--- config.mk ---
export PLATFORM = sky130hd
export DESIGN_NAME = pcs_back
export DESIGN_NICKNAME = d
export VERILOG_FILES = /design/src/hdl/pcs_pkg.sv /design/src/hdl/pcs_back.sv
export SDC_FILE = /design/constraint.sdc
export NUM_CORES = 1
export LEC_CHECK = 0
export ABC_AREA = 1
export BUFFER_PORTS_ARGS = -buffer_cell sky130_fd_sc_hd__buf_2
export CORE_AREA = 5 5 100 102
export CTS_CLUSTER_DIAMETER = 100
export DETAILED_ROUTE_END_ITERATION = 10
export DIE_AREA = 0 0 105 107
export GPL_TIMING_DRIVEN = 0
export PLACE_DENSITY = 0.76
export SLEW_MARGIN = 20
export SYNTH_ARGS = -nofsm -noshare
export SYNTH_HDL_FRONTEND = slang
export SYNTH_SLANG_ARGS = --single-unit
--- constraint.sdc ---
create_clock -name clk -period 1.9 [get_ports clk]
set_input_delay 0.19 -clock clk [delete_from_list [all_inputs] [get_ports clk]]
set_output_delay 0.19 -clock clk [all_outputs]
set_load 0.1 [all_outputs]
--- src/hdl/pcs_pkg.sv ---
// ============================================================================
// pcs_pkg
// Shared widths, codes, types and the precision split table for the
// prediction corrector symbolizer.
// ============================================================================
package pcs_pkg;

  localparam int MAX_PRECISION = 24;

  localparam int VAL_W    = 24;          // pred / real_req / previous value
  localparam int RNG_W    = 25;          // corrector range
  localparam int CORR_W   = RNG_W + 1;   // signed corrector and wrapped difference
  localparam int SYM_W    = 25;          // symbol and alphabet
  localparam int CTX_W    = 3;
  localparam int MODE_W   = 2;
  localparam int PREC_W   = 5;
  localparam int BITS_W   = 4;           // bitsSmall / bitsLow
  localparam int CUT_W    = 14;          // small cutoff, at most 2^13
  localparam int LOW_W    = 12;          // low bits, at most 12
  localparam int CFG_AW   = 1;
  localparam int CFG_DW   = 25;
  localparam int MAX_SYMS = 3;
  localparam int CNT_W    = 2;
  localparam int QDEPTH   = 4;
  localparam int QAW      = 2;
  localparam int DIV_STAGES = RNG_W;     // one dividend bit per stage

  localparam int IN_TDATA_W  = 48;       // pred, real_req
  localparam int OUT_TDATA_W = 56;       // symbol, alphabet, zero pad

  localparam logic [PREC_W-1:0] PREC_RESET  = 5'd16;

  localparam logic [MODE_W-1:0] MODE_NONE   = 2'd0;
  localparam logic [MODE_W-1:0] MODE_ACROSS = 2'd2;
  localparam logic [MODE_W-1:0] MODE_RSVD   = 2'd3;

  localparam logic [CTX_W-1:0] CTX_HIGH_BASE = 3'd3;
  localparam logic [CTX_W-1:0] CTX_LOW_POS   = 3'd6;
  localparam logic [CTX_W-1:0] CTX_LOW_NEG   = 3'd7;

  typedef enum logic [CFG_AW-1:0] {
    CFG_PRECISION = 1'b0,
    CFG_RANGE     = 1'b1
  } cfg_idx_t;

  typedef struct packed {
    logic [BITS_W-1:0] bs;
    logic [BITS_W-1:0] bl;
  } split_t;

  // Values derived from the configuration registers; static while items fly.
  typedef struct packed {
    logic [RNG_W-1:0]  r;
    logic [VAL_W-1:0]  half;
    logic [BITS_W-1:0] bl;
    logic              whole;
    logic [CUT_W-1:0]  cutoff;
    logic [CUT_W:0]    twoc1;
    logic [LOW_W-1:0]  low_mask;
    logic [VAL_W-1:0]  neg_lo;
    logic [SYM_W-1:0]  alpha_s;
    logic [SYM_W-1:0]  alpha_h;
    logic [SYM_W-1:0]  alpha_l;
    logic [SYM_W-1:0]  alpha_w;
  } pcs_cfg_t;

  typedef struct packed {
    logic [CTX_W-1:0] ctx;
    logic [SYM_W-1:0] alphabet;
    logic [SYM_W-1:0] symbol;
  } pcs_sym_t;

  typedef struct packed {
    logic [CNT_W-1:0]               cnt;
    pcs_sym_t [MAX_SYMS-1:0]        syms;
  } pcs_entry_t;

  // bitsSmall / bitsLow by saturated precision
  function automatic split_t split_lookup(input logic [PREC_W-1:0] p);
    split_t s;
    s.bs = p[BITS_W-1:0];
    s.bl = '0;
    unique case (p)
      5'd7:    s = '{bs: 4'd4,  bl: 4'd0};
      5'd8:    s = '{bs: 4'd5,  bl: 4'd0};
      5'd9:    s = '{bs: 4'd5,  bl: 4'd0};
      5'd10:   s = '{bs: 4'd5,  bl: 4'd0};
      5'd11:   s = '{bs: 4'd6,  bl: 4'd0};
      5'd12:   s = '{bs: 4'd7,  bl: 4'd0};
      5'd13:   s = '{bs: 4'd7,  bl: 4'd0};
      5'd14:   s = '{bs: 4'd8,  bl: 4'd0};
      5'd15:   s = '{bs: 4'd8,  bl: 4'd3};
      5'd16:   s = '{bs: 4'd9,  bl: 4'd4};
      5'd17:   s = '{bs: 4'd9,  bl: 4'd5};
      5'd18:   s = '{bs: 4'd10, bl: 4'd6};
      5'd19:   s = '{bs: 4'd10, bl: 4'd7};
      5'd20:   s = '{bs: 4'd11, bl: 4'd8};
      5'd21:   s = '{bs: 4'd12, bl: 4'd9};
      5'd22:   s = '{bs: 4'd13, bl: 4'd10};
      5'd23:   s = '{bs: 4'd14, bl: 4'd11};
      5'd24:   s = '{bs: 4'd14, bl: 4'd12};
      default: s = '{bs: p[BITS_W-1:0], bl: 4'd0};  // precision below 7
    endcase
    return s;
  endfunction

endpackage

--- src/hdl/pcs_back.sv ---
// ============================================================================
// pcs_back
// Walks queue-head symbols into the output register, one per unstalled cycle.
// ============================================================================
module pcs_back (
  input  logic                 clk,
  input  logic                 rst_n,
  input  pcs_pkg::pcs_entry_t  head,
  input  logic                 head_v,
  output logic                 pop,
  input  logic                 out_ready,
  output logic                 out_v,
  output pcs_pkg::pcs_sym_t    out_sym,
  output logic                 out_last
);
  import pcs_pkg::*;

  logic [CNT_W-1:0] idx_r;
  logic             out_v_r;
  pcs_sym_t         sym_r;
  logic             last_r;
  logic             load, take, is_last;

  assign load     = !out_v_r || out_ready;
  assign take     = load && head_v;
  assign is_last  = (idx_r == head.cnt - CNT_W'(1));
  assign pop      = take && is_last;
  assign out_v    = out_v_r;
  assign out_sym  = sym_r;
  assign out_last = last_r;

  always_ff @(posedge clk) begin
    if (!rst_n) begin
      out_v_r <= 1'b0;
      idx_r   <= '0;
    end else begin
      if (load) begin
        out_v_r <= head_v;
      end
      if (take) begin
        idx_r <= is_last ? '0 : idx_r + CNT_W'(1);
      end
    end
  end

  always_ff @(posedge clk) begin
    if (take) begin
      sym_r  <= head.syms[idx_r];
      last_r <= is_last;
    end
  end

endmodule

# == Word-level counts from Yosys, hierarchy flattened ==
# Cells that the tools add are included.
# op_classes
addsub,2
mul,0
div_mod_pow,0
magnitude_cmp,1
n_eq_ne,1
n_shift,0
n_mux,3
n_bitwise,0
n_reduce_logical,4
# op_table
operator,n
53-bit binary-select mux with 2-bit select,1
53-bit 2-to-1 mux,1
2-bit by 3-bit < comparator with 1-bit output (second input constant),1
2-bit by 1-bit adder with 2-bit output (second input constant),1
2-bit equality test,1
1-bit logical AND,2
2-bit 2-to-1 mux,1
2-bit by 1-bit subtractor with 2-bit output (second input constant),1
1-bit logical NOT,1
1-bit logical OR,1
# totals
regBits,57
latch_bits,0
ramBits,0
romBits,0
word_cells,17
mem_count,0

# == Logic depth before layout (Yosys ltp) ==
# depth
ltp_word,4
mapped_depth,6

# == Worst setup path after synthesis ==
# Ideal clock, no wire load.
# synth_timing
path_kind,register to register
start,reg out_v_r (netlist: out_v)
end,"reg last_r (netlist: out_last), enable pin"
arrival_time_ps,2085
required_time_ps,1491
setup_slack_ps,-594
stages_incl_launch_ff,4
synth_period_minus_slack_ps,2494
cell_sequence,dfxtp_1 > nand2_1 > nand2_1 > inv_1
# synth_via
elab_chain_len,3
# synth_rtl
item,line_no,source
from (decl),pcs_back.sv:19,logic out_v_r;
from (signal assigned),pcs_back.sv:38,out_v_r <= head_v;
1-bit logical NOT,pcs_back.sv:24,assign load = !out_v_r || out_ready;
1-bit logical OR,pcs_back.sv:24,
1-bit logical AND,pcs_back.sv:25,assign take = load && head_v;
named net take,pcs_back.sv:22,"logic load, take, is_last;"
to (signal assigned),pcs_back.sv:49,last_r <= is_last;
to (decl),pcs_back.sv:21,logic last_r;
# The timed path passes the listed nets, and every way through them passes these cells.
# A chain may end at the register's enable or synchronous reset.

# == Worst setup path in the final report ==
# layout_timing
start,reg idx_r[1]
end,out pop
# layout_via
elab_chain_len,2
# layout_rtl
item,line_no,source
from (decl),pcs_back.sv:18,logic [CNT_W-1:0] idx_r;
from (signal assigned),pcs_back.sv:41,idx_r <= is_last ? '0 : idx_r + CNT_W'(1);
2-bit equality test,pcs_back.sv:26,assign is_last = (idx_r == head.cnt - CNT_W'(1));
1-bit logical AND,pcs_back.sv:27,assign pop = take && is_last;
to (decl),pcs_back.sv:10,"output logic pop,"
# No other way between the ends.

==> results.toml <==
[yosys]
ys_ff_latch = 57
synth_cells = 324
postSynthAreaPerCell_um2 = 10.3
synth_cell_types = 20
synth_area_mm2 = 0.00334
syn-num-nets = 489
yosysWarnings = 0
synth_seq_area_share = 0.504

[floorplanning]
die_w_um = 105
core_mm2 = 0.00902
start_util = 0.370
ios = 221
die_y_um = 107
die_area_mm2 = 0.0112
rows = 35

[power_and_ir_drop]
p_switching_mw = 1.79
max-vdd-ir-drop_uv = 393
clockPowerShare = 0.215
p_comb_frac = 0.406
intPower_mw = 2.38
powerDensity_mw_per_mm2 = 878
switching_share = 0.430
seq_power_share = 0.379
p_leak_nw = 2.05
totalPowerFinal_mw = 4.17

[worst_setup_path]
r2r_setup_slack_ps = 230
critPathMostFrequentCell = "nand2_1"
slowest_stage = "dfxtp_1"
cp_cell_sequence = "buf_2 -> nand2_1 -> nand2_1 -> nand2_1 -> a21oi_2 -> buf_6"
setup.worst_path.end_class = "output pin"
cp-start-kind = "flip-flop"
worstPathRequired_ps = 1710
reg2regPathDepth = 5
timing.rr.start = "out_v"
crit_start = "idx_r[1]"
path_class = "reg2out"
slowest_delay_ps = 330
crit_fanout = 10
worstPathArrival_ps = 1600
timing.rr.end = "idx_r[0]"

[placement]
dp.cells = 655
detailed_place_hpwl_um = 8350
dp_slack_ps = -288
gp_congestion = 0.817
numPortBuffers = 220

[clock_tree]
clock-root-buffer = "clkbuf_8"
cts_buffer_depth = 2
htree_num_levels = 3
cts_buffers = 9
post_cts_buffers = 0
cts_tree = "yes"
clk_pin_slew_ps = 60
clock_latency_ps = 330
hold_buffers = 0
clkSinkCount = 57

[min_path]
hp-start = "rst_n"
holdPathEnd = "out_v"
hold_path_class = "in2reg"
hold_depth = 2

[drt]
drtPass1Iterations = 4
met1Wirelength_um = 4240
drc = 0
top_layer_used = "met4"
vias = 3348
avgViaCountPerCell = 5.00
wl_per_cell_um = 16.0
ant_nets = 0
routed_wl_um = 10700
drt_iter0_markers = 143
dr_wl_met3_um = 852
dr_wl_met2_um = 5420

[timing]
period_needed_ps = 1790
fin_skew_ps = 6.94
maxSlewViolCount = 0
grt_setup_unrepaired = "false"
relSlewSlack = 0.558
max_slew.worst_pin.slew_ps = 661
hold_ws_ps = 145
finalWorstSetupSlack_ps = 114
setup_violations = 0
fin_crit_sh = 0.940
hold_viol_final = 0
fin_setup_tns_ps = 0
max_freq_mhz = 560

[global_route]
grt_usage = 0.185
overflow = 0
antenna_found_initial = 0
grt_pass1_vias = 3460
grt_first_pass_wirelength_um = 16600
grt_max_degree = 29

[layout]
fillers = 828
diodes = 0
area_delta_synth_final_pct = 42.3
multiInputGateArea_mm2 = 0.00145
seq_area_mm2 = 0.00169
final_cell_mix = "233 x buf_2, 57 x nor2_1, 54 x edfxtp_1"
layout_commonest_cell = "buf_2"
drive_gt1_frac = 0.608
final_cells = 669
nets = 721

[run_status]
outcome = "complete, no violations"

[flow_run]
maxCapViolations = 0
layer usage:
layer,vias up,global-route usage
li1,1627,-
met1,1553,0.216
met2,152,0.324
met3,16,0.0524
met4,0,0.0621
met5,-,0
metrics by stage:
step           instance area, um^2   util
6_report                      4750  0.526
3_5_place_dp                  4600  0.509
5_1_grt                       4750  0.526
2_1_floorplan                 3360      -
4_1_cts                       4750  0.526
3_3_place_gp                  4600  0.509
cells by family after synthesis:
group / count (synthesis) / share of synthesized area
and+or+nand+nor: 124 / 0.223
AOI/OAI and AO/OA: 108 / 0.209
DFF: 57 / 0.504
buffers and inverters: 35 / 0.0645
Yosys cell counts (all sizes together):
library cell  count  area share
a21oi             1      0.0026
o21ai           106        0.20
nand3            56        0.14
edfxtp           54        0.49
nand2             9       0.010
nor2             57       0.064
clkbuf            8      0.0090
dfxtp             3       0.018
nor3              1      0.0030
buf              20       0.047
nand4             1      0.0019
inv               7      0.0086
a21boi            1      0.0022
how the worst max path moves through the flow:
stage	end	depth (start not counted)
after global placement	idx_r[0]	7
after floorplan	out_last	3
final	pop	6
after detailed placement	idx_r[0]	7
after CTS	pop	6
after global routing	pop	6
critical path, delay by kind of cell (launching register included):
family / cells / cell delay [ps]
AOI/OAI and AO/OA: 1 / 180
DFF: 1 / 330
and+or+nand+nor: 3 / 250
buffers and inverters: 2 / 510
cell type report:
cell class,instances,area share
Tap cell,111,0.0292
Timing Repair Buffer,220,0.233
Timing Repair inverter,1,0.00158
Multi-Input combinational cell,232,0.306
Buffer,28,0.0393
Clock inverter,2,0.00184
Inverter,7,0.00685
Sequential cell,57,0.355
Clock buffer,11,0.0277
registers in the layout, summed over array words and instances, names as in the netlist:
register,flops
out_sym,53
idx_r,2
out_last,1
out_v,1
power groups by stage:
stage               logic (mW)  registers (mW)  clock network [mW]
finish                    1.69            1.58               0.896
global route              1.79            1.59               0.972
CTS                       1.71            1.58               0.923
detailed placement        1.70            1.61                   0
global placement          1.68            1.60                   0
floorplan                0.442            2.46                   0
timing repair:
item / CTS / global route
resized for setup: 2 / 1
setup endpoints to repair: 56 / 1
gates cloned: 1 / 0
Power figures use the tool's default switching activity.
