`config.mk`:
```
export PLATFORM = sky130hd
export DESIGN_NAME = pcs_fifo
export DESIGN_NICKNAME = d
export VERILOG_FILES = /design/src/hdl/pcs_pkg.sv /design/src/hdl/pcs_fifo.sv
export SDC_FILE = /design/constraint.sdc
export NUM_CORES = 1
export LEC_CHECK = 0
export BUFFER_PORTS_ARGS = -buffer_cell sky130_fd_sc_hd__buf_2
export CAP_MARGIN = 5
export CORE_MARGIN = 2
export CORE_UTILIZATION = 39
export CTS_BUF_LIST = sky130_fd_sc_hd__clkbuf_4 sky130_fd_sc_hd__clkbuf_8
export CTS_CLUSTER_DIAMETER = 200
export CTS_CLUSTER_SIZE = 24
export DETAILED_ROUTE_END_ITERATION = 6
export GPL_ROUTABILITY_DRIVEN = 0
export PLACE_DENSITY = 0.63
export SETUP_SLACK_MARGIN = 0.4
export SLEW_MARGIN = 20
export SYNTH_ARGS = -nofsm -noshare
export SYNTH_HDL_FRONTEND = slang
export SYNTH_SLANG_ARGS = --single-unit
```
`constraint.sdc`:
```
create_clock -name clk -period 4.47 [get_ports clk]
set_clock_uncertainty 0.2 [all_clocks]
set_input_delay 0.2235 -clock clk [delete_from_list [all_inputs] [get_ports clk]]
set_output_delay 0.2235 -clock clk [all_outputs]
set_load 0.005 [all_outputs]
```
`src/hdl/pcs_pkg.sv`:
```
// ============================================================================
// pcs_pkg
// Shared widths, codes, types and the precision split table for the
// prediction corrector symbolizer.
// ============================================================================
package pcs_pkg;

  localparam int MAX_PRECISION = 24;

  localparam int VAL_W    = 24;          // pred / real_req / previous value
  localparam int RNG_W    = 25;          // corrector range
  localparam int CORR_W   = RNG_W + 1;   // signed corrector and wrapped difference
  localparam int SYM_W    = 25;          // symbol and alphabet
  localparam int CTX_W    = 3;
  localparam int MODE_W   = 2;
  localparam int PREC_W   = 5;
  localparam int BITS_W   = 4;           // bitsSmall / bitsLow
  localparam int CUT_W    = 14;          // small cutoff, at most 2^13
  localparam int LOW_W    = 12;          // low bits, at most 12
  localparam int CFG_AW   = 1;
  localparam int CFG_DW   = 25;
  localparam int MAX_SYMS = 3;
  localparam int CNT_W    = 2;
  localparam int QDEPTH   = 4;
  localparam int QAW      = 2;
  localparam int DIV_STAGES = RNG_W;     // one dividend bit per stage

  localparam int IN_TDATA_W  = 48;       // pred, real_req
  localparam int OUT_TDATA_W = 56;       // symbol, alphabet, zero pad

  localparam logic [PREC_W-1:0] PREC_RESET  = 5'd16;

  localparam logic [MODE_W-1:0] MODE_NONE   = 2'd0;
  localparam logic [MODE_W-1:0] MODE_ACROSS = 2'd2;
  localparam logic [MODE_W-1:0] MODE_RSVD   = 2'd3;

  localparam logic [CTX_W-1:0] CTX_HIGH_BASE = 3'd3;
  localparam logic [CTX_W-1:0] CTX_LOW_POS   = 3'd6;
  localparam logic [CTX_W-1:0] CTX_LOW_NEG   = 3'd7;

  typedef enum logic [CFG_AW-1:0] {
    CFG_PRECISION = 1'b0,
    CFG_RANGE     = 1'b1
  } cfg_idx_t;

  typedef struct packed {
    logic [BITS_W-1:0] bs;
    logic [BITS_W-1:0] bl;
  } split_t;

  // Values derived from the configuration registers; static while items fly.
  typedef struct packed {
    logic [RNG_W-1:0]  r;
    logic [VAL_W-1:0]  half;
    logic [BITS_W-1:0] bl;
    logic              whole;
    logic [CUT_W-1:0]  cutoff;
    logic [CUT_W:0]    twoc1;
    logic [LOW_W-1:0]  low_mask;
    logic [VAL_W-1:0]  neg_lo;
    logic [SYM_W-1:0]  alpha_s;
    logic [SYM_W-1:0]  alpha_h;
    logic [SYM_W-1:0]  alpha_l;
    logic [SYM_W-1:0]  alpha_w;
  } pcs_cfg_t;

  typedef struct packed {
    logic [CTX_W-1:0] ctx;
    logic [SYM_W-1:0] alphabet;
    logic [SYM_W-1:0] symbol;
  } pcs_sym_t;

  typedef struct packed {
    logic [CNT_W-1:0]               cnt;
    pcs_sym_t [MAX_SYMS-1:0]        syms;
  } pcs_entry_t;

  // bitsSmall / bitsLow by saturated precision
  function automatic split_t split_lookup(input logic [PREC_W-1:0] p);
    split_t s;
    s.bs = p[BITS_W-1:0];
    s.bl = '0;
    unique case (p)
      5'd7:    s = '{bs: 4'd4,  bl: 4'd0};
      5'd8:    s = '{bs: 4'd5,  bl: 4'd0};
      5'd9:    s = '{bs: 4'd5,  bl: 4'd0};
      5'd10:   s = '{bs: 4'd5,  bl: 4'd0};
      5'd11:   s = '{bs: 4'd6,  bl: 4'd0};
      5'd12:   s = '{bs: 4'd7,  bl: 4'd0};
      5'd13:   s = '{bs: 4'd7,  bl: 4'd0};
      5'd14:   s = '{bs: 4'd8,  bl: 4'd0};
      5'd15:   s = '{bs: 4'd8,  bl: 4'd3};
      5'd16:   s = '{bs: 4'd9,  bl: 4'd4};
      5'd17:   s = '{bs: 4'd9,  bl: 4'd5};
      5'd18:   s = '{bs: 4'd10, bl: 4'd6};
      5'd19:   s = '{bs: 4'd10, bl: 4'd7};
      5'd20:   s = '{bs: 4'd11, bl: 4'd8};
      5'd21:   s = '{bs: 4'd12, bl: 4'd9};
      5'd22:   s = '{bs: 4'd13, bl: 4'd10};
      5'd23:   s = '{bs: 4'd14, bl: 4'd11};
      5'd24:   s = '{bs: 4'd14, bl: 4'd12};
      default: s = '{bs: p[BITS_W-1:0], bl: 4'd0};  // precision below 7
    endcase
    return s;
  endfunction

endpackage

```
`src/hdl/pcs_fifo.sv`:
```
// ============================================================================
// pcs_fifo
// Short queue of classified symbol sets between front and back.
// ============================================================================
module pcs_fifo (
  input  logic                 clk,
  input  logic                 rst_n,
  input  logic                 push,
  input  pcs_pkg::pcs_entry_t  din,
  input  logic                 pop,
  output pcs_pkg::pcs_entry_t  dout,
  output logic                 not_empty,
  output logic                 full
);
  import pcs_pkg::*;

  pcs_entry_t       mem_r [QDEPTH];
  logic [QAW-1:0]   wp_r, rp_r;
  logic [QAW:0]     count_r;

  assign not_empty = (count_r != '0);
  assign full      = (count_r == (QAW+1)'(QDEPTH));
  assign dout      = mem_r[rp_r];

  always_ff @(posedge clk) begin
    if (!rst_n) begin
      wp_r    <= '0;
      rp_r    <= '0;
      count_r <= '0;
    end else begin
      if (push) begin
        wp_r <= wp_r + QAW'(1);
      end
      if (pop) begin
        rp_r <= rp_r + QAW'(1);
      end
      if (push && !pop) begin
        count_r <= count_r + (QAW+1)'(1);
      end else if (pop && !push) begin
        count_r <= count_r - (QAW+1)'(1);
      end
    end
  end

  always_ff @(posedge clk) begin
    if (push) begin
      mem_r[wp_r] <= din;
    end
  end

endmodule

```
# Word-level counts from Yosys, hierarchy flattened
# Memories as Yosys holds them, arrays and structs flattened. A register that Yosys moved wholly into a read port is not among the register bits.
# Index checks and enable logic that the tools add are counted.
# W data, S select, Z words.
# classes
addsub	4
eq_ne	1
mux	6
reduce_logical	6
# ops
operator	n
$mux W3	2
$add A2 B1 Y2 const B	2
$mux W2	2
$add A3 B1 Y3 const B	1
$eq A3 B3 Y1 const B	1
$reduce_bool A3 Y1	1
$sub A3 B1 Y3 const B	1
$logic_and A1 B1 Y1	2
$logic_not A1 Y1	2
$mux W1	2
$reduce_bool A2 Y1	1
# totals
ff_bits	7
ramBits	644
out_inout_bits	163
memories	1
# memory_table
name	words	width	read_ports	rd_clocked_by_memory_dff	wr	line_no	source
mem_r	4	161	1	1	1	pcs_fifo.sv:17	pcs_entry_t mem_r [QDEPTH];

# Depth between registers and ports, before layout
# depth
ltp_word	4
mapped_depth	7

# Worst setup path after synthesis
# No wires, ideal clock.
# synth_path
kind	register to register
from	reg wp_r[0]
to	mem mem_r[0][0] (netlist name), enable pin
setup_ns	0.540
t_arrival_ns	4.217
t_required_ns	3.730
path_slack_ns	-0.487
stages_incl_launch_ff	4
path_cell_list	dfxtp_1 > inv_1 > ha_1 > and2_1
# synth_lines
element	line_no	source
start, declared	pcs_fifo.sv:18	logic [QAW-1:0] wp_r, rp_r;
start signal, assigned	pcs_fifo.sv:32	wp_r <= wp_r + QAW'(1);
end, declared	pcs_fifo.sv:17	
# No word-level cell before the write port.

==> results.sh <==
export IMPL_outcome="finished, final reports clean"
export IMPL_yosys_top_cells_area="edfxtp_1, mux4_2, dfxtp_1, buf_6, buf_2"
export IMPL_vias_per_cell=4.98
export IMPL_routed_wl_um=47000
export IMPL_cts_sinks=653
export IMPL_grt_overflow=0
export IMPL_synth_top_cell_by_area="edfxtp_1"
export IMPL_port_buffers=327
export IMPL_holdPathStages=2
export IMPL_cts_hold_buffers=169
export IMPL_critPathSlowestCell="dfxtp_4"
export IMPL_core_um2=60100
export IMPL_layout_min_cycle_time_ps=3230
export IMPL_fp_row_count=90
export IMPL_leakage_uw=0.00944
export IMPL_worstSetupEndpointType="output port"
export IMPL_critPathBufInv=2
export IMPL_synthCells=884
export IMPL_netlist_area_um2=23700
export IMPL_antenna_left=0
export IMPL_synth_top_area_share_pct=81.8
export IMPL_first_pass_iters=4
export IMPL_initial_core_util_pct=39.3
export IMPL_dr_wl_met3_um=3070
export IMPL_clock_latency_ps=680
export IMPL_cts_tree="yes"
export IMPL_cts_made_buffers=31
export IMPL_cp_max_fo=39
export IMPL_clockRootBuffer="clkbuf_8"
export IMPL_synth_nets=1055
export IMPL_finalNetCount=1571
export IMPL_p_per_area_nw_per_um2=380
export IMPL_antenna_found_initial=7
export IMPL_drive_gt1_share_pct=39.8
export IMPL_critical_path_depth=3
export IMPL_path_cells="buf_4 -> mux4_2 -> buf_2"
export IMPL_clk_path_buf_depth=3
export IMPL_totalNegativeSetupSlack_ps=0
export IMPL_syn_area_per_cell_um2=26.8
export IMPL_power_total_uw=10900
export IMPL_area_delta_synth_final_pct=20.8
export IMPL_hold_violations=0
export IMPL_drcViolationCount=0
export IMPL_m1WireLength_um=19600
export IMPL_route_met2_wl_um=23400
export IMPL_rsz0062_at_grt="false"
export IMPL_groute_usage_overall_pct=14.8
export IMPL_drv_cap=0
export IMPL_die_h_um=250
export IMPL_synth_seq_area_share_pct=82.5
export IMPL_cp_required_ps=4050
export IMPL_path_class="reg2out"
export IMPL_vias=10900
export IMPL_critPathMaxStageDelay_ps=960
export IMPL_ys_types=19
export IMPL_grt_pass1_vias=12000
export IMPL_clkTransAtPathRegs_ps=160
export IMPL_fmax_mhz=310
export IMPL_finalSetupViolations=0
export IMPL_cts_resized=0
export IMPL_die_area_um2=62600
export IMPL_highest_layer="met5"
export IMPL_reg2regPathDepth=3
export IMPL_grt_pass1_wl_um=71100
export IMPL_tightest_slew_ps=991
export IMPL_wire_per_inst_um=21.4
export IMPL_synth_seq_cells=653
export IMPL_start_kind="flip-flop"
export IMPL_drv_slew=0
export IMPL_grt_max_degree=74
export IMPL_dp_hpwl_um=28200
export IMPL_die_x_um=250
export IMPL_ios=328
export IMPL_finalCritPeriodShare_pct=72.2
export IMPL_cts_max_level=1
export IMPL_maxSlewHeadroom_pct=34.0
export IMPL_arrival_ps=2800
export IMPL_post_cts_buffers=0
export IMPL_drt_iter0_drc=608
export IMPL_crit_family="flip-flops"
export IMPL_most_common_layout_cells="edfxtp_1, buf_2, dlygate4sd3_1, mux4_2, clkbuf_8"
export IMPL_hold_path_class="in2reg"
export IMPL_final_common_cell="edfxtp_1"
export IMPL_synth_warnings=0
export IMPL_ir_drop_v=0.000316
==> synth_stat cells, drive strengths merged <==
library cell  instances
edfxtp              644
mux4                161
buf                  29
and2                  9
dfxtp                 9
clkbuf                7
ha                    5
inv                   4
xor2                  3
mux2i                 2
nor2b                 2
or3                   2
xnor2                 2
a21boi                1
fa                    1
nand2                 1
nor3b                 1
o21ai                 1
==> registers in the layout, indices dropped and copies added, names as in the netlist, named ones only <==
name     count
wp_r         2
mem_r      644
count_r      3
rp_r         2
==> metrics by stage <==
| step | cells | util, % | worst slack (ps) | instance area, µm² | hold WS, ps |
|---|---|---|---|---|---|
| floorplan | 884 | - | 1310 | 23700 | 122 |
| global placement | 1980 | 43.8 | 1860 | 26300 | 233 |
| detailed placement | 1980 | 43.8 | 1850 | 26300 | 239 |
| CTS | 2193 | 47.5 | 1040 | 28600 | 2.54 |
| global route | 2194 | 47.5 | 964 | 28600 | 29.2 |
| finish | 2196 | 47.5 | 1240 | 28600 | 65.9 |
==> per-layer routing <==
layer / GRT usage [%] / up-vias
met3: 3.45 / 68
li1: - / 4808
met2: 25.3 / 309
met5: 0 / -
met1: 19.4 / 5731
met4: 3.49 / 12
==> cell type report <==
type,count,area (µm²)
diodes,3,7.51
clock buffers,43,517
clock inverters,1,20.0
fillers,5024,31600
inverters,4,15.0
multi-input cells,191,3890
flip-flops and latches,653,19500
well taps,782,978
repair buffers,519,3630
==> report_power, final <==
group | total (µW) | internal, µW | leakage (µW) | switching, µW
Sequential | 7120 | 7030 | 0.00599 | 98.6
Combinational | 1300 | 677 | 0.00317 | 618
Clock | 2430 | 752 | 0.000288 | 1680
Total | 10900 | 8450 | 0.00944 | 2400
==> cells by family after synthesis <==
| kind of cell | share of synthesized area (%) |
|---|---|
| flops | 82.5 |
| mux | 15.4 |
| buf+inv | 1.08 |
| simple gates | 0.391 |
| fa+ha+maj | 0.349 |
| xor+xnor | 0.185 |
| compound gates | 0.0529 |
==> path summary, 6_finish.rpt <==
| path | from | endpoint | slack, ps |
|---|---|---|---|
| setup reg to reg | wp_r[0]$_SDFFE_PN0P_ | mem_r[3][72]$_DFFE_PP_ | 2070 |
| hold / removal | din[138] | mem_r[0][138]$_DFFE_PP_ | 70 |
| setup / recovery | flip-flop | dout[49] | 1240 |
| hold reg to reg | count_r[2]$_SDFFE_PN0P_ | count_r[2]$_SDFFE_PN0P_ | 330 |
==> worst reg2reg max path: stages (launching register included) <==
cell and delay (ps):
dfxtp_1 420, ha_1 180, and2_4 810, buf_4 480
Note: power is estimated with default switching activity, not from simulation.
