==> config.mk <==
export PLATFORM = sky130hd
export DESIGN_NAME = pcs_front
export DESIGN_NICKNAME = d
export VERILOG_FILES = /design/src/hdl/pcs_pkg.sv /design/src/hdl/pcs_rem.sv /design/src/hdl/pcs_front.sv
export SDC_FILE = /design/constraint.sdc
export NUM_CORES = 2
export LEC_CHECK = 0
export BUFFER_PORTS_ARGS = -buffer_cell sky130_fd_sc_hd__buf_4
export CORE_ASPECT_RATIO = 1.75
export CORE_MARGIN = 4
export CORE_UTILIZATION = 55
export CTS_CLUSTER_DIAMETER = 150
export DETAILED_ROUTE_END_ITERATION = 16
export PLACE_DENSITY = 0.72
export SKIP_LAST_GASP = 1
export SYNTH_ARGS = -nofsm -noshare
export SYNTH_HDL_FRONTEND = slang
export SYNTH_HIERARCHICAL = 1
export SYNTH_SLANG_ARGS = --single-unit
==> constraint.sdc <==
create_clock -name clk -period 61.7 [get_ports clk]
set_input_delay 12.34 -clock clk [delete_from_list [all_inputs] [get_ports clk]]
set_output_delay 12.34 -clock clk [all_outputs]
set_load 0.005 [all_outputs]
==> src/hdl/pcs_pkg.sv <==
// ============================================================================
// pcs_pkg
// Shared widths, codes, types and the precision split table for the
// prediction corrector symbolizer.
// ============================================================================
package pcs_pkg;

  localparam int MAX_PRECISION = 24;

  localparam int VAL_W    = 24;          // pred / real_req / previous value
  localparam int RNG_W    = 25;          // corrector range
  localparam int CORR_W   = RNG_W + 1;   // signed corrector and wrapped difference
  localparam int SYM_W    = 25;          // symbol and alphabet
  localparam int CTX_W    = 3;
  localparam int MODE_W   = 2;
  localparam int PREC_W   = 5;
  localparam int BITS_W   = 4;           // bitsSmall / bitsLow
  localparam int CUT_W    = 14;          // small cutoff, at most 2^13
  localparam int LOW_W    = 12;          // low bits, at most 12
  localparam int CFG_AW   = 1;
  localparam int CFG_DW   = 25;
  localparam int MAX_SYMS = 3;
  localparam int CNT_W    = 2;
  localparam int QDEPTH   = 4;
  localparam int QAW      = 2;
  localparam int DIV_STAGES = RNG_W;     // one dividend bit per stage

  localparam int IN_TDATA_W  = 48;       // pred, real_req
  localparam int OUT_TDATA_W = 56;       // symbol, alphabet, zero pad

  localparam logic [PREC_W-1:0] PREC_RESET  = 5'd16;

  localparam logic [MODE_W-1:0] MODE_NONE   = 2'd0;
  localparam logic [MODE_W-1:0] MODE_ACROSS = 2'd2;
  localparam logic [MODE_W-1:0] MODE_RSVD   = 2'd3;

  localparam logic [CTX_W-1:0] CTX_HIGH_BASE = 3'd3;
  localparam logic [CTX_W-1:0] CTX_LOW_POS   = 3'd6;
  localparam logic [CTX_W-1:0] CTX_LOW_NEG   = 3'd7;

  typedef enum logic [CFG_AW-1:0] {
    CFG_PRECISION = 1'b0,
    CFG_RANGE     = 1'b1
  } cfg_idx_t;

  typedef struct packed {
    logic [BITS_W-1:0] bs;
    logic [BITS_W-1:0] bl;
  } split_t;

  // Values derived from the configuration registers; static while items fly.
  typedef struct packed {
    logic [RNG_W-1:0]  r;
    logic [VAL_W-1:0]  half;
    logic [BITS_W-1:0] bl;
    logic              whole;
    logic [CUT_W-1:0]  cutoff;
    logic [CUT_W:0]    twoc1;
    logic [LOW_W-1:0]  low_mask;
    logic [VAL_W-1:0]  neg_lo;
    logic [SYM_W-1:0]  alpha_s;
    logic [SYM_W-1:0]  alpha_h;
    logic [SYM_W-1:0]  alpha_l;
    logic [SYM_W-1:0]  alpha_w;
  } pcs_cfg_t;

  typedef struct packed {
    logic [CTX_W-1:0] ctx;
    logic [SYM_W-1:0] alphabet;
    logic [SYM_W-1:0] symbol;
  } pcs_sym_t;

  typedef struct packed {
    logic [CNT_W-1:0]               cnt;
    pcs_sym_t [MAX_SYMS-1:0]        syms;
  } pcs_entry_t;

  // bitsSmall / bitsLow by saturated precision
  function automatic split_t split_lookup(input logic [PREC_W-1:0] p);
    split_t s;
    s.bs = p[BITS_W-1:0];
    s.bl = '0;
    unique case (p)
      5'd7:    s = '{bs: 4'd4,  bl: 4'd0};
      5'd8:    s = '{bs: 4'd5,  bl: 4'd0};
      5'd9:    s = '{bs: 4'd5,  bl: 4'd0};
      5'd10:   s = '{bs: 4'd5,  bl: 4'd0};
      5'd11:   s = '{bs: 4'd6,  bl: 4'd0};
      5'd12:   s = '{bs: 4'd7,  bl: 4'd0};
      5'd13:   s = '{bs: 4'd7,  bl: 4'd0};
      5'd14:   s = '{bs: 4'd8,  bl: 4'd0};
      5'd15:   s = '{bs: 4'd8,  bl: 4'd3};
      5'd16:   s = '{bs: 4'd9,  bl: 4'd4};
      5'd17:   s = '{bs: 4'd9,  bl: 4'd5};
      5'd18:   s = '{bs: 4'd10, bl: 4'd6};
      5'd19:   s = '{bs: 4'd10, bl: 4'd7};
      5'd20:   s = '{bs: 4'd11, bl: 4'd8};
      5'd21:   s = '{bs: 4'd12, bl: 4'd9};
      5'd22:   s = '{bs: 4'd13, bl: 4'd10};
      5'd23:   s = '{bs: 4'd14, bl: 4'd11};
      5'd24:   s = '{bs: 4'd14, bl: 4'd12};
      default: s = '{bs: p[BITS_W-1:0], bl: 4'd0};  // precision below 7
    endcase
    return s;
  endfunction

endpackage

==> src/hdl/pcs_rem.sv <==
// ============================================================================
// pcs_rem
// Pipelined restoring remainder: |x| mod r, one quotient bit per stage.
// ============================================================================
module pcs_rem (
  input  logic                        clk,
  input  logic                        rst_n,
  input  logic                        en,
  input  logic                        in_v,
  input  logic [pcs_pkg::RNG_W-1:0]   in_u,
  input  logic                        in_neg,
  input  logic [pcs_pkg::MODE_W-1:0]  in_mode,
  input  logic [pcs_pkg::RNG_W-1:0]   r,
  output logic                        out_v,
  output logic [pcs_pkg::RNG_W-1:0]   out_rem,
  output logic                        out_neg,
  output logic [pcs_pkg::MODE_W-1:0]  out_mode
);
  import pcs_pkg::*;

  logic [DIV_STAGES-1:0] v_r;
  logic [RNG_W-1:0]      rem_r  [DIV_STAGES];
  logic [RNG_W-1:0]      u_r    [DIV_STAGES];
  logic                  neg_r  [DIV_STAGES];
  logic [MODE_W-1:0]     mode_r [DIV_STAGES];

  logic [DIV_STAGES-1:0] pr_v;
  logic [RNG_W-1:0]      pr_rem  [DIV_STAGES];
  logic [RNG_W-1:0]      pr_u    [DIV_STAGES];
  logic                  pr_neg  [DIV_STAGES];
  logic [MODE_W-1:0]     pr_mode [DIV_STAGES];
  logic [RNG_W:0]        trial   [DIV_STAGES];
  logic [RNG_W-1:0]      rem_nxt [DIV_STAGES];

  always_comb begin
    pr_v[0]    = in_v;
    pr_rem[0]  = '0;
    pr_u[0]    = in_u;
    pr_neg[0]  = in_neg;
    pr_mode[0] = in_mode;
    for (int k = 1; k < DIV_STAGES; k++) begin
      pr_v[k]    = v_r[k-1];
      pr_rem[k]  = rem_r[k-1];
      pr_u[k]    = u_r[k-1];
      pr_neg[k]  = neg_r[k-1];
      pr_mode[k] = mode_r[k-1];
    end
    for (int k = 0; k < DIV_STAGES; k++) begin
      trial[k] = {pr_rem[k], pr_u[k][DIV_STAGES-1-k]};
      if (trial[k] >= {1'b0, r}) begin
        rem_nxt[k] = RNG_W'(trial[k] - {1'b0, r});
      end else begin
        rem_nxt[k] = trial[k][RNG_W-1:0];
      end
    end
  end

  always_ff @(posedge clk) begin
    if (!rst_n) begin
      v_r <= '0;
    end else if (en) begin
      v_r <= pr_v;
    end
  end

  always_ff @(posedge clk) begin
    if (en) begin
      for (int k = 0; k < DIV_STAGES; k++) begin
        rem_r[k]  <= rem_nxt[k];
        u_r[k]    <= pr_u[k];
        neg_r[k]  <= pr_neg[k];
        mode_r[k] <= pr_mode[k];
      end
    end
  end

  assign out_v    = v_r[DIV_STAGES-1];
  assign out_rem  = rem_r[DIV_STAGES-1];
  assign out_neg  = neg_r[DIV_STAGES-1];
  assign out_mode = mode_r[DIV_STAGES-1];

endmodule

==> src/hdl/pcs_front.sv <==
// ============================================================================
// pcs_front
// Accepts words, forms and wraps the corrector, classifies it into one to
// three symbols and hands the finished set to the queue.
// ============================================================================
module pcs_front (
  input  logic                        clk,
  input  logic                        rst_n,
  input  pcs_pkg::pcs_cfg_t           cfg,
  input  logic                        in_v,
  output logic                        in_ready,
  input  logic [pcs_pkg::MODE_W-1:0]  in_mode,
  input  logic [pcs_pkg::VAL_W-1:0]   in_pred,
  input  logic [pcs_pkg::VAL_W-1:0]   in_real,
  input  logic                        q_full,
  output logic                        push,
  output pcs_pkg::pcs_entry_t         entry
);
  import pcs_pkg::*;

  logic adv, acc;

  logic [VAL_W-1:0]         prev_r;
  logic [MODE_W-1:0]        mode_eff;
  logic [VAL_W-1:0]         ref_val;
  logic signed [RNG_W-1:0]  d;

  logic                     s0_v_r, s1_v_r, s2_v_r, s3_v_r, s4_v_r;
  logic [MODE_W-1:0]        s0_mode_r, s1_mode_r, s2_mode_r, s3_mode_r, s4_mode_r;
  logic signed [RNG_W-1:0]  s0_d_r;
  logic signed [CORR_W-1:0] x, s1_x_r;
  logic [RNG_W-1:0]         u, s2_u_r;
  logic                     s2_neg_r;

  logic                     dv_v, dv_neg;
  logic [RNG_W-1:0]         dv_rem;
  logic [MODE_W-1:0]        dv_mode;

  logic [RNG_W-1:0]         m, s3_m_r, s4_m_r;
  logic signed [CORR_W-1:0] corr, s4_corr_r;

  logic signed [CORR_W-1:0] cs, sh;
  logic                     neg, small_hit;
  logic [SYM_W-1:0]         sym_small, sym_whole, sym_hi, sym_hi_nl, sym_low;
  logic [CTX_W-1:0]         ctx_small;
  pcs_entry_t               cls_nxt, cls_entry_r;
  logic                     cls_v_r;

  // whole pipe moves together; the classify register drains into the queue
  assign adv      = !cls_v_r || !q_full;
  assign acc      = in_v && adv;
  assign in_ready = adv;
  assign push     = cls_v_r && !q_full;
  assign entry    = cls_entry_r;

  always_comb begin
    mode_eff = (in_mode == MODE_RSVD) ? MODE_ACROSS : in_mode;
    ref_val  = (mode_eff == MODE_NONE) ? prev_r : in_pred;
    d        = $signed({1'b0, in_real}) - $signed({1'b0, ref_val});
    x        = {s0_d_r[RNG_W-1], s0_d_r} + $signed({2'b0, cfg.half});
    u        = s1_x_r[CORR_W-1] ? RNG_W'(-s1_x_r) : s1_x_r[RNG_W-1:0];
    m        = (dv_neg && dv_rem != '0) ? cfg.r - dv_rem : dv_rem;
    corr     = $signed({1'b0, s3_m_r}) - $signed({2'b0, cfg.half});
  end

  always_ff @(posedge clk) begin
    if (!rst_n) begin
      prev_r  <= '0;
      s0_v_r  <= 1'b0;
      s1_v_r  <= 1'b0;
      s2_v_r  <= 1'b0;
      s3_v_r  <= 1'b0;
      s4_v_r  <= 1'b0;
      cls_v_r <= 1'b0;
    end else begin
      if (acc) begin
        prev_r <= in_real;
      end
      if (adv) begin
        s0_v_r  <= acc;
        s1_v_r  <= s0_v_r;
        s2_v_r  <= s1_v_r;
        s3_v_r  <= dv_v;
        s4_v_r  <= s3_v_r;
        cls_v_r <= s4_v_r;
      end
    end
  end

  always_ff @(posedge clk) begin
    if (adv) begin
      s0_mode_r   <= mode_eff;
      s0_d_r      <= d;
      s1_mode_r   <= s0_mode_r;
      s1_x_r      <= x;
      s2_mode_r   <= s1_mode_r;
      s2_neg_r    <= s1_x_r[CORR_W-1];
      s2_u_r      <= u;
      s3_mode_r   <= dv_mode;
      s3_m_r      <= m;
      s4_mode_r   <= s3_mode_r;
      s4_m_r      <= s3_m_r;
      s4_corr_r   <= corr;
      cls_entry_r <= cls_nxt;
    end
  end

  pcs_rem u_rem (
    .clk      (clk),
    .rst_n    (rst_n),
    .en       (adv),
    .in_v     (s2_v_r),
    .in_u     (s2_u_r),
    .in_neg   (s2_neg_r),
    .in_mode  (s2_mode_r),
    .r        (cfg.r),
    .out_v    (dv_v),
    .out_rem  (dv_rem),
    .out_neg  (dv_neg),
    .out_mode (dv_mode)
  );

  // classify
  always_comb begin
    cs        = $signed({{(CORR_W-CUT_W){1'b0}}, cfg.cutoff});
    neg       = s4_corr_r[CORR_W-1];
    small_hit = (s4_corr_r < cs) && (s4_corr_r > -cs);
    sym_small = SYM_W'(s4_corr_r + cs);
    sym_whole = s4_m_r + SYM_W'(1);
    sh        = s4_corr_r >>> cfg.bl;
    sym_hi    = SYM_W'(sh + $signed({2'b0, cfg.neg_lo}));
    sym_hi_nl = neg ? s4_m_r : s4_m_r - {{(SYM_W-CUT_W-1){1'b0}}, cfg.twoc1};
    sym_low   = SYM_W'(s4_corr_r[LOW_W-1:0] & cfg.low_mask);
    ctx_small = {1'b0, s4_mode_r};

    cls_nxt                  = '0;
    cls_nxt.syms[0].ctx      = ctx_small;
    cls_nxt.syms[0].alphabet = cfg.alpha_s;
    cls_nxt.cnt              = CNT_W'(1);
    if (cfg.whole) begin
      cls_nxt.syms[0].symbol   = sym_whole;
      cls_nxt.syms[0].alphabet = cfg.alpha_w;
    end else if (small_hit) begin
      cls_nxt.syms[0].symbol   = sym_small;
    end else begin
      // escape, then high part, then low part when low bits are in use
      cls_nxt.syms[0].symbol   = '0;
      cls_nxt.syms[1].ctx      = CTX_HIGH_BASE + ctx_small;
      cls_nxt.syms[1].alphabet = cfg.alpha_h;
      if (cfg.bl == '0) begin
        cls_nxt.syms[1].symbol   = sym_hi_nl;
        cls_nxt.cnt              = CNT_W'(2);
      end else begin
        cls_nxt.syms[1].symbol   = sym_hi;
        cls_nxt.syms[2].ctx      = neg ? CTX_LOW_NEG : CTX_LOW_POS;
        cls_nxt.syms[2].symbol   = sym_low;
        cls_nxt.syms[2].alphabet = cfg.alpha_l;
        cls_nxt.cnt              = CNT_W'(3);
      end
    end
  end

endmodule

* Word-level counts from Yosys, hierarchy flattened
Memory sizes are Yosys's and may differ from the RTL's. A register that Yosys moved wholly into a read port is not among the register bits.
Index checks and enable logic that the tools add are counted.
** Operators by class
- Add/subtract/negate cells :: 36
- Multipliers :: 0
- Div/mod/pow operators :: 0
- Magnitude comparators :: 27
- Equal/unequal tests :: 1
- Shifts and indexed selects :: 1
- Mux-type cells :: 38
- Bitwise operators :: 1
- Reductions and logical operators :: 12
** Operators with widths (count)
- 25-bit 2-to-1 mux :: 32
- 25-bit subtractor :: 25
- 26-bit by 25-bit >= comparator with 1-bit output :: 24
- 25-bit by 25-bit adder with 26-bit output :: 1
- 26-bit greater-than comparator :: 1
- 26-bit by 15-bit less-than comparator with 1-bit output :: 1
- 14-bit negation with 26-bit output :: 1
- 26-bit by 4-bit >>> shifter with 25-bit output :: 1
- 25-bit by 24-bit subtractor with 26-bit output :: 1
- 25-bit by 1-bit adder with 25-bit output, second input constant :: 1
- 25-bit by 15-bit adder with 25-bit output :: 1
- 25-bit adder :: 1
- 1-bit by 25-bit >= comparator with 1-bit output :: 1
- 25-bit negation :: 1
- 25-bit nonzero test :: 1
- 1-bit by 25-bit subtractor with 25-bit output :: 1
- 24-bit by 24-bit subtractor with 25-bit output :: 1
- 25-bit by 15-bit subtractor with 25-bit output :: 1
- 24-bit 2-to-1 mux :: 1
- 12-bit bitwise AND :: 1
- 1-bit logical AND :: 4
- 4-bit logical NOT :: 1
- 1-bit 2-to-1 mux :: 4
- 2-bit by 2-bit adder with 3-bit output, first input constant :: 1
- other kinds (7) :: 8
** Storage, ports and cells
- Bits in registers :: 376
- Bits in latches :: 0
- Bits in writable memories :: 1325
- Bits in read-only memories :: 0
- Input bits :: 273
- Output and inout port bits :: 163
- Word-level logic and storage cells :: 149
- Memories :: 4
** Memories
- u_rem.rem_r :: words 25, bits a word 25, rd ports 25, clocked after Yosys merged registers in 0, write ports 25, line pcs_rem.sv:22 : logic [RNG_W-1:0] rem_r [DIV_STAGES];
- u_rem.u_r :: words 25, bits a word 25, rd ports 24, clocked after Yosys merged registers in 0, write ports 25, line pcs_rem.sv:23 : logic [RNG_W-1:0] u_r [DIV_STAGES];
- u_rem.mode_r :: words 25, bits a word 2, rd ports 25, clocked after Yosys merged registers in 1, write ports 25, line pcs_rem.sv:25 : logic [MODE_W-1:0] mode_r [DIV_STAGES];
- u_rem.neg_r :: words 25, bits a word 1, rd ports 25, clocked after Yosys merged registers in 0, write ports 25, line pcs_rem.sv:24 : logic neg_r [DIV_STAGES];

* Longest topological paths before layout
- Depth in word-level cells :: 5
- Mapped depth :: 20

* Modules after synthesis
Netlist, hierarchy kept.
** Modules (own cells, without submodules)
- pcs_rem :: instances 1, cells each 6004, area each 66048.3 um2, seq. area each 30529.3 um2
- pcs_front :: instances 1, cells each 2317, area each 23102.2 um2, seq. area each 9879.5 um2

* Worst setup path after synthesis
No wires, ideal clock.
- Path type :: input-to-output
- From :: input q_full
- To :: output in_ready
- Data arrival time :: 39.818 ns
- Required time :: 49.360 ns
- Slack :: 9.542 ns
- Stages on the path :: 2
- Path buffers :: 1
- Cells stage by stage :: clkbuf_1 -> nand2_1
** Between the ends
- Longest elaborated chain between the ends :: 2
** Ends and longest elaborated chain
- start: declaration :: line pcs_front.sv:15 : input logic q_full,
- 1-bit logical NOT :: line pcs_front.sv:50 : assign adv = !cls_v_r || !q_full;
- 1-bit logical OR :: line pcs_front.sv:50
- end: declaration :: line pcs_front.sv:11 : output logic in_ready,
No other way between the ends.

* Worst setup path after layout
Ends and elaborated chain as after synthesis.

==> results.md <==
- Status: completed
- Tot Pwr: 0.00438 W
- Unrepaired setup endpoints after global routing: false
- R2r setup slk: 56.77 ns
- Row count: 195
- CP endpoint kind: output pin
- Final setup viols: 0
- Fin nets: 9848
- Post-synth cell types: 105
- Cts bufs inserted: 141
- Drt first pass iters: 6
- Post-synthesis sequential area ratio: 45.3%
- Cell count after synthesis: 8321
- Post-route ant nets: 0
- F_max: 39.3 MHz
- CP arrival: 13.08 ns
- Max VDD drop: 0.0245 mV
- Root Buffer: clkbuf_16
- Max-slew violations: 0
- Least-Margin Pin Slew: 1.16 ns
- Crit-path max FO: 24
- Fillers: 13200
- Sequential cell area: 0.0404 sq mm
- Worst r2r dst: u_rem/rem_r[1][114]
- Initial core utilization: 55.3%
- Total congestion overflow: 0
- Switching Power: 0.00167 W
- Max-Cap Viols: 0
- Ys async rst share: 0%
- Die Span Y: 541 microns
- Number of flops mapped to enable cells by yosys: 1309
- Final Skew: 0.0594 ns
- HP Start: s2_u_r[1]
- Routed WL per cell: 24.6 microns
- HP Class: reg2reg
- Path depth of the worst reg2reg path: 5
- Internal power: 0.00270 W
- Chip width: 312 microns
- First-pass GRT wire length: 400000 microns
- Synth Register Bits: 1364
- Sw Share: 38.2%
- Post-CTS Hold Fix Bufs: 0
- Postcts setup bufs: 0
- Share of layout cells above drive strength 1: 12.5%
- Cell Area, Synth: 0.0892 sq mm
- Clock Pin Slew Worst Setup and Hold Paths: 0.06 ns
- Buffer depth of the longest clock path: 4
- Hold EP: u_rem/u_r[0][1]
- Via Count: 68300
- Vias/cell: 6.20
- Resize count post-CTS: 0
- Clk_lat worst skew: 0.80 ns
- Most frequent cells in the layout: edfxtp_1 (1309), ha_1 (794), nand2_1 (677), a21oi_1 (667), buf_4 (507)
- Setup_tns: 0 ns
- CP Launch Type: primary input
- # DRC: 0
- CTS Sinks: 1364
- Largest net degree at the start of global routing: 150
- Req. time, crit path: 49.36 ns
- IO Pins: 436
- DRT iter0 DRCs: 5089
- Min Tclk post-route: 25.42 ns
- CTS H-Tree Depth: 4
- CTS tree: done
- Power per cell area: 44.1 mW/mm^2
- Combinational Power Share: 42.3%
- Die area: 0.169 sq mm
- Avg Inst Size Synth: 10.7 sq um
- Area of the multi-input gates: 0.0464 sq mm
- FF-to-FF Start: cls_v_r
- Antenna violations before repair: 25
- Fin. Hold Viols: 0
- Critical path class: in2out
- Final Hold Slack: 0.407 ns
- Final Cycle Share: 41.2%
- Hold Path Stages: 0
- Leak: 43.0 nW
- Final GP Congestion: 0.970
- Max transition margin: 22.5%
- Synth warn: 6
- DP Wirelength: 203000 microns
- Main synth FF type: edfxtp_1
- Core area: 0.161 sq mm
- Aggregate global-route resource usage: 31.2%
- Sequential power share: 38.3%
- Vias in the first global route: 68200
- Drt total wl: 272000 microns
- Most common cell after layout, fill and taps aside: edfxtp_1
- Port buffer count: 421
- Layout area overhead: 11.3%
- Clock power frac: 19.4%
[metal layers]
layer | global-route usage [%] | routed length [microns] | vias up | share of wire, %
li1 | - | - | 32100 | -
met1 | 31.3 | 91900 | 32700 | 34
met2 | 55.1 | 134000 | 2519 | 49
met3 | 4.78 | 15400 | 999 | 5.7
met5 | 0 | 10 | - | 0.0037
met4 | 28.7 | 30600 | 2 | 11
[registers in the layout, summed over array words and instances (netlist names), 2 cells and up]
signal        count
entry           146
prev_r           24
s0_d_r           25
s0_mode_r         2
s1_mode_r         2
s1_x_r           26
s2_mode_r         2
s2_u_r           25
s3_m_r           25
s3_mode_r         2
s4_corr_r        26
s4_m_r           25
s4_mode_r         2
u_rem/mode_r     50
u_rem/neg_r      25
u_rem/rem_r     625
u_rem/u_r       300
u_rem/v_r        25
[cell usage after synthesis (76+ instances only)]
cell | count | share of area [%]
edfxtp_1 | 1309 | 44
ha_1 | 794 | 11
nand2_1 | 678 | 2.9
a21oi_1 | 668 | 3.8
o21ai_0 | 489 | 2.7
xnor2_1 | 461 | 4.5
nor2_1 | 450 | 1.9
inv_1 | 365 | 1.5
a21o_1 | 337 | 2.8
mux2_2 | 292 | 3.7
xor2_1 | 231 | 2.3
clkbuf_1 | 173 | 0.73
nand3_1 | 144 | 0.81
nor2b_1 | 129 | 0.91
nor3_1 | 127 | 0.71
and3_1 | 106 | 0.74
nand4_1 | 103 | 0.72
o21a_1 | 95 | 0.80
mux2i_1 | 88 | 0.99
o21bai_1 | 82 | 0.69
a211oi_1 | 81 | 0.68
nand2b_1 | 78 | 0.55
a31oi_1 | 76 | 0.53
[metrics by stage]
stage               util [%]  worst slack, ns  instances  instance area, sq um
floorplan                  -             9.54       8334                 89200
global placement        58.8            36.28      10800                 94800
detailed placement      58.8            36.27      10800                 94800
CTS                     61.5            36.27      11000                 99200
global route            61.5            36.23      11000                 99200
finish                  61.5            36.28      11000                 99300
[how the worst max path moves through the flow]
stage,from,end,slack (ns)
2_1_floorplan,q_full,in_ready,9.54
3_3_place_gp,q_full,in_ready,36.28
3_5_place_dp,q_full,in_ready,36.27
4_1_cts,q_full,in_ready,36.27
5_1_grt,q_full,in_ready,36.23
6_report,q_full,in_ready,36.28
[worst max-delay path, cell delays in order]
cell,delay (ns)
buf_4,0.15
nand2_4,0.37
buf_4,0.20
[area by class of cell]
type / instances / share of cell area, %
clock buffer: 158 / 3.68
inverter: 368 / 1.39
sequential: 1364 / 40.7
clock inverter: 78 / 0.784
timing repair buffer: 508 / 3.86
antenna: 20 / 0.0504
multi-input combinational: 6367 / 46.8
tap: 2167 / 2.73
[cells by family after synthesis]
logic type,synth area share [%]
adder cells (fa/ha/maj),11.8
multiplexers,5.47
flip-flops,45.3
XOR/XNOR,6.80
other,0.00421
buffers and inverters,2.70
AND/OR/NAND/NOR,11.3
AO/OA/AOI/OAI,16.6
[power by group through the flow]
| stage | clock (W) | combinational, W | sequential [W] |
|---|---|---|---|
| floorplan | 0 | 0.00136 | 0.00154 |
| global placement | 0 | 0.00177 | 0.00168 |
| detailed placement | 0 | 0.00181 | 0.00169 |
| CTS | 0.000866 | 0.00183 | 0.00168 |
| global route | 0.000900 | 0.00203 | 0.00169 |
| finish | 0.000848 | 0.00185 | 0.00168 |
No activity file was read; power rests on OpenSTA's default activity.
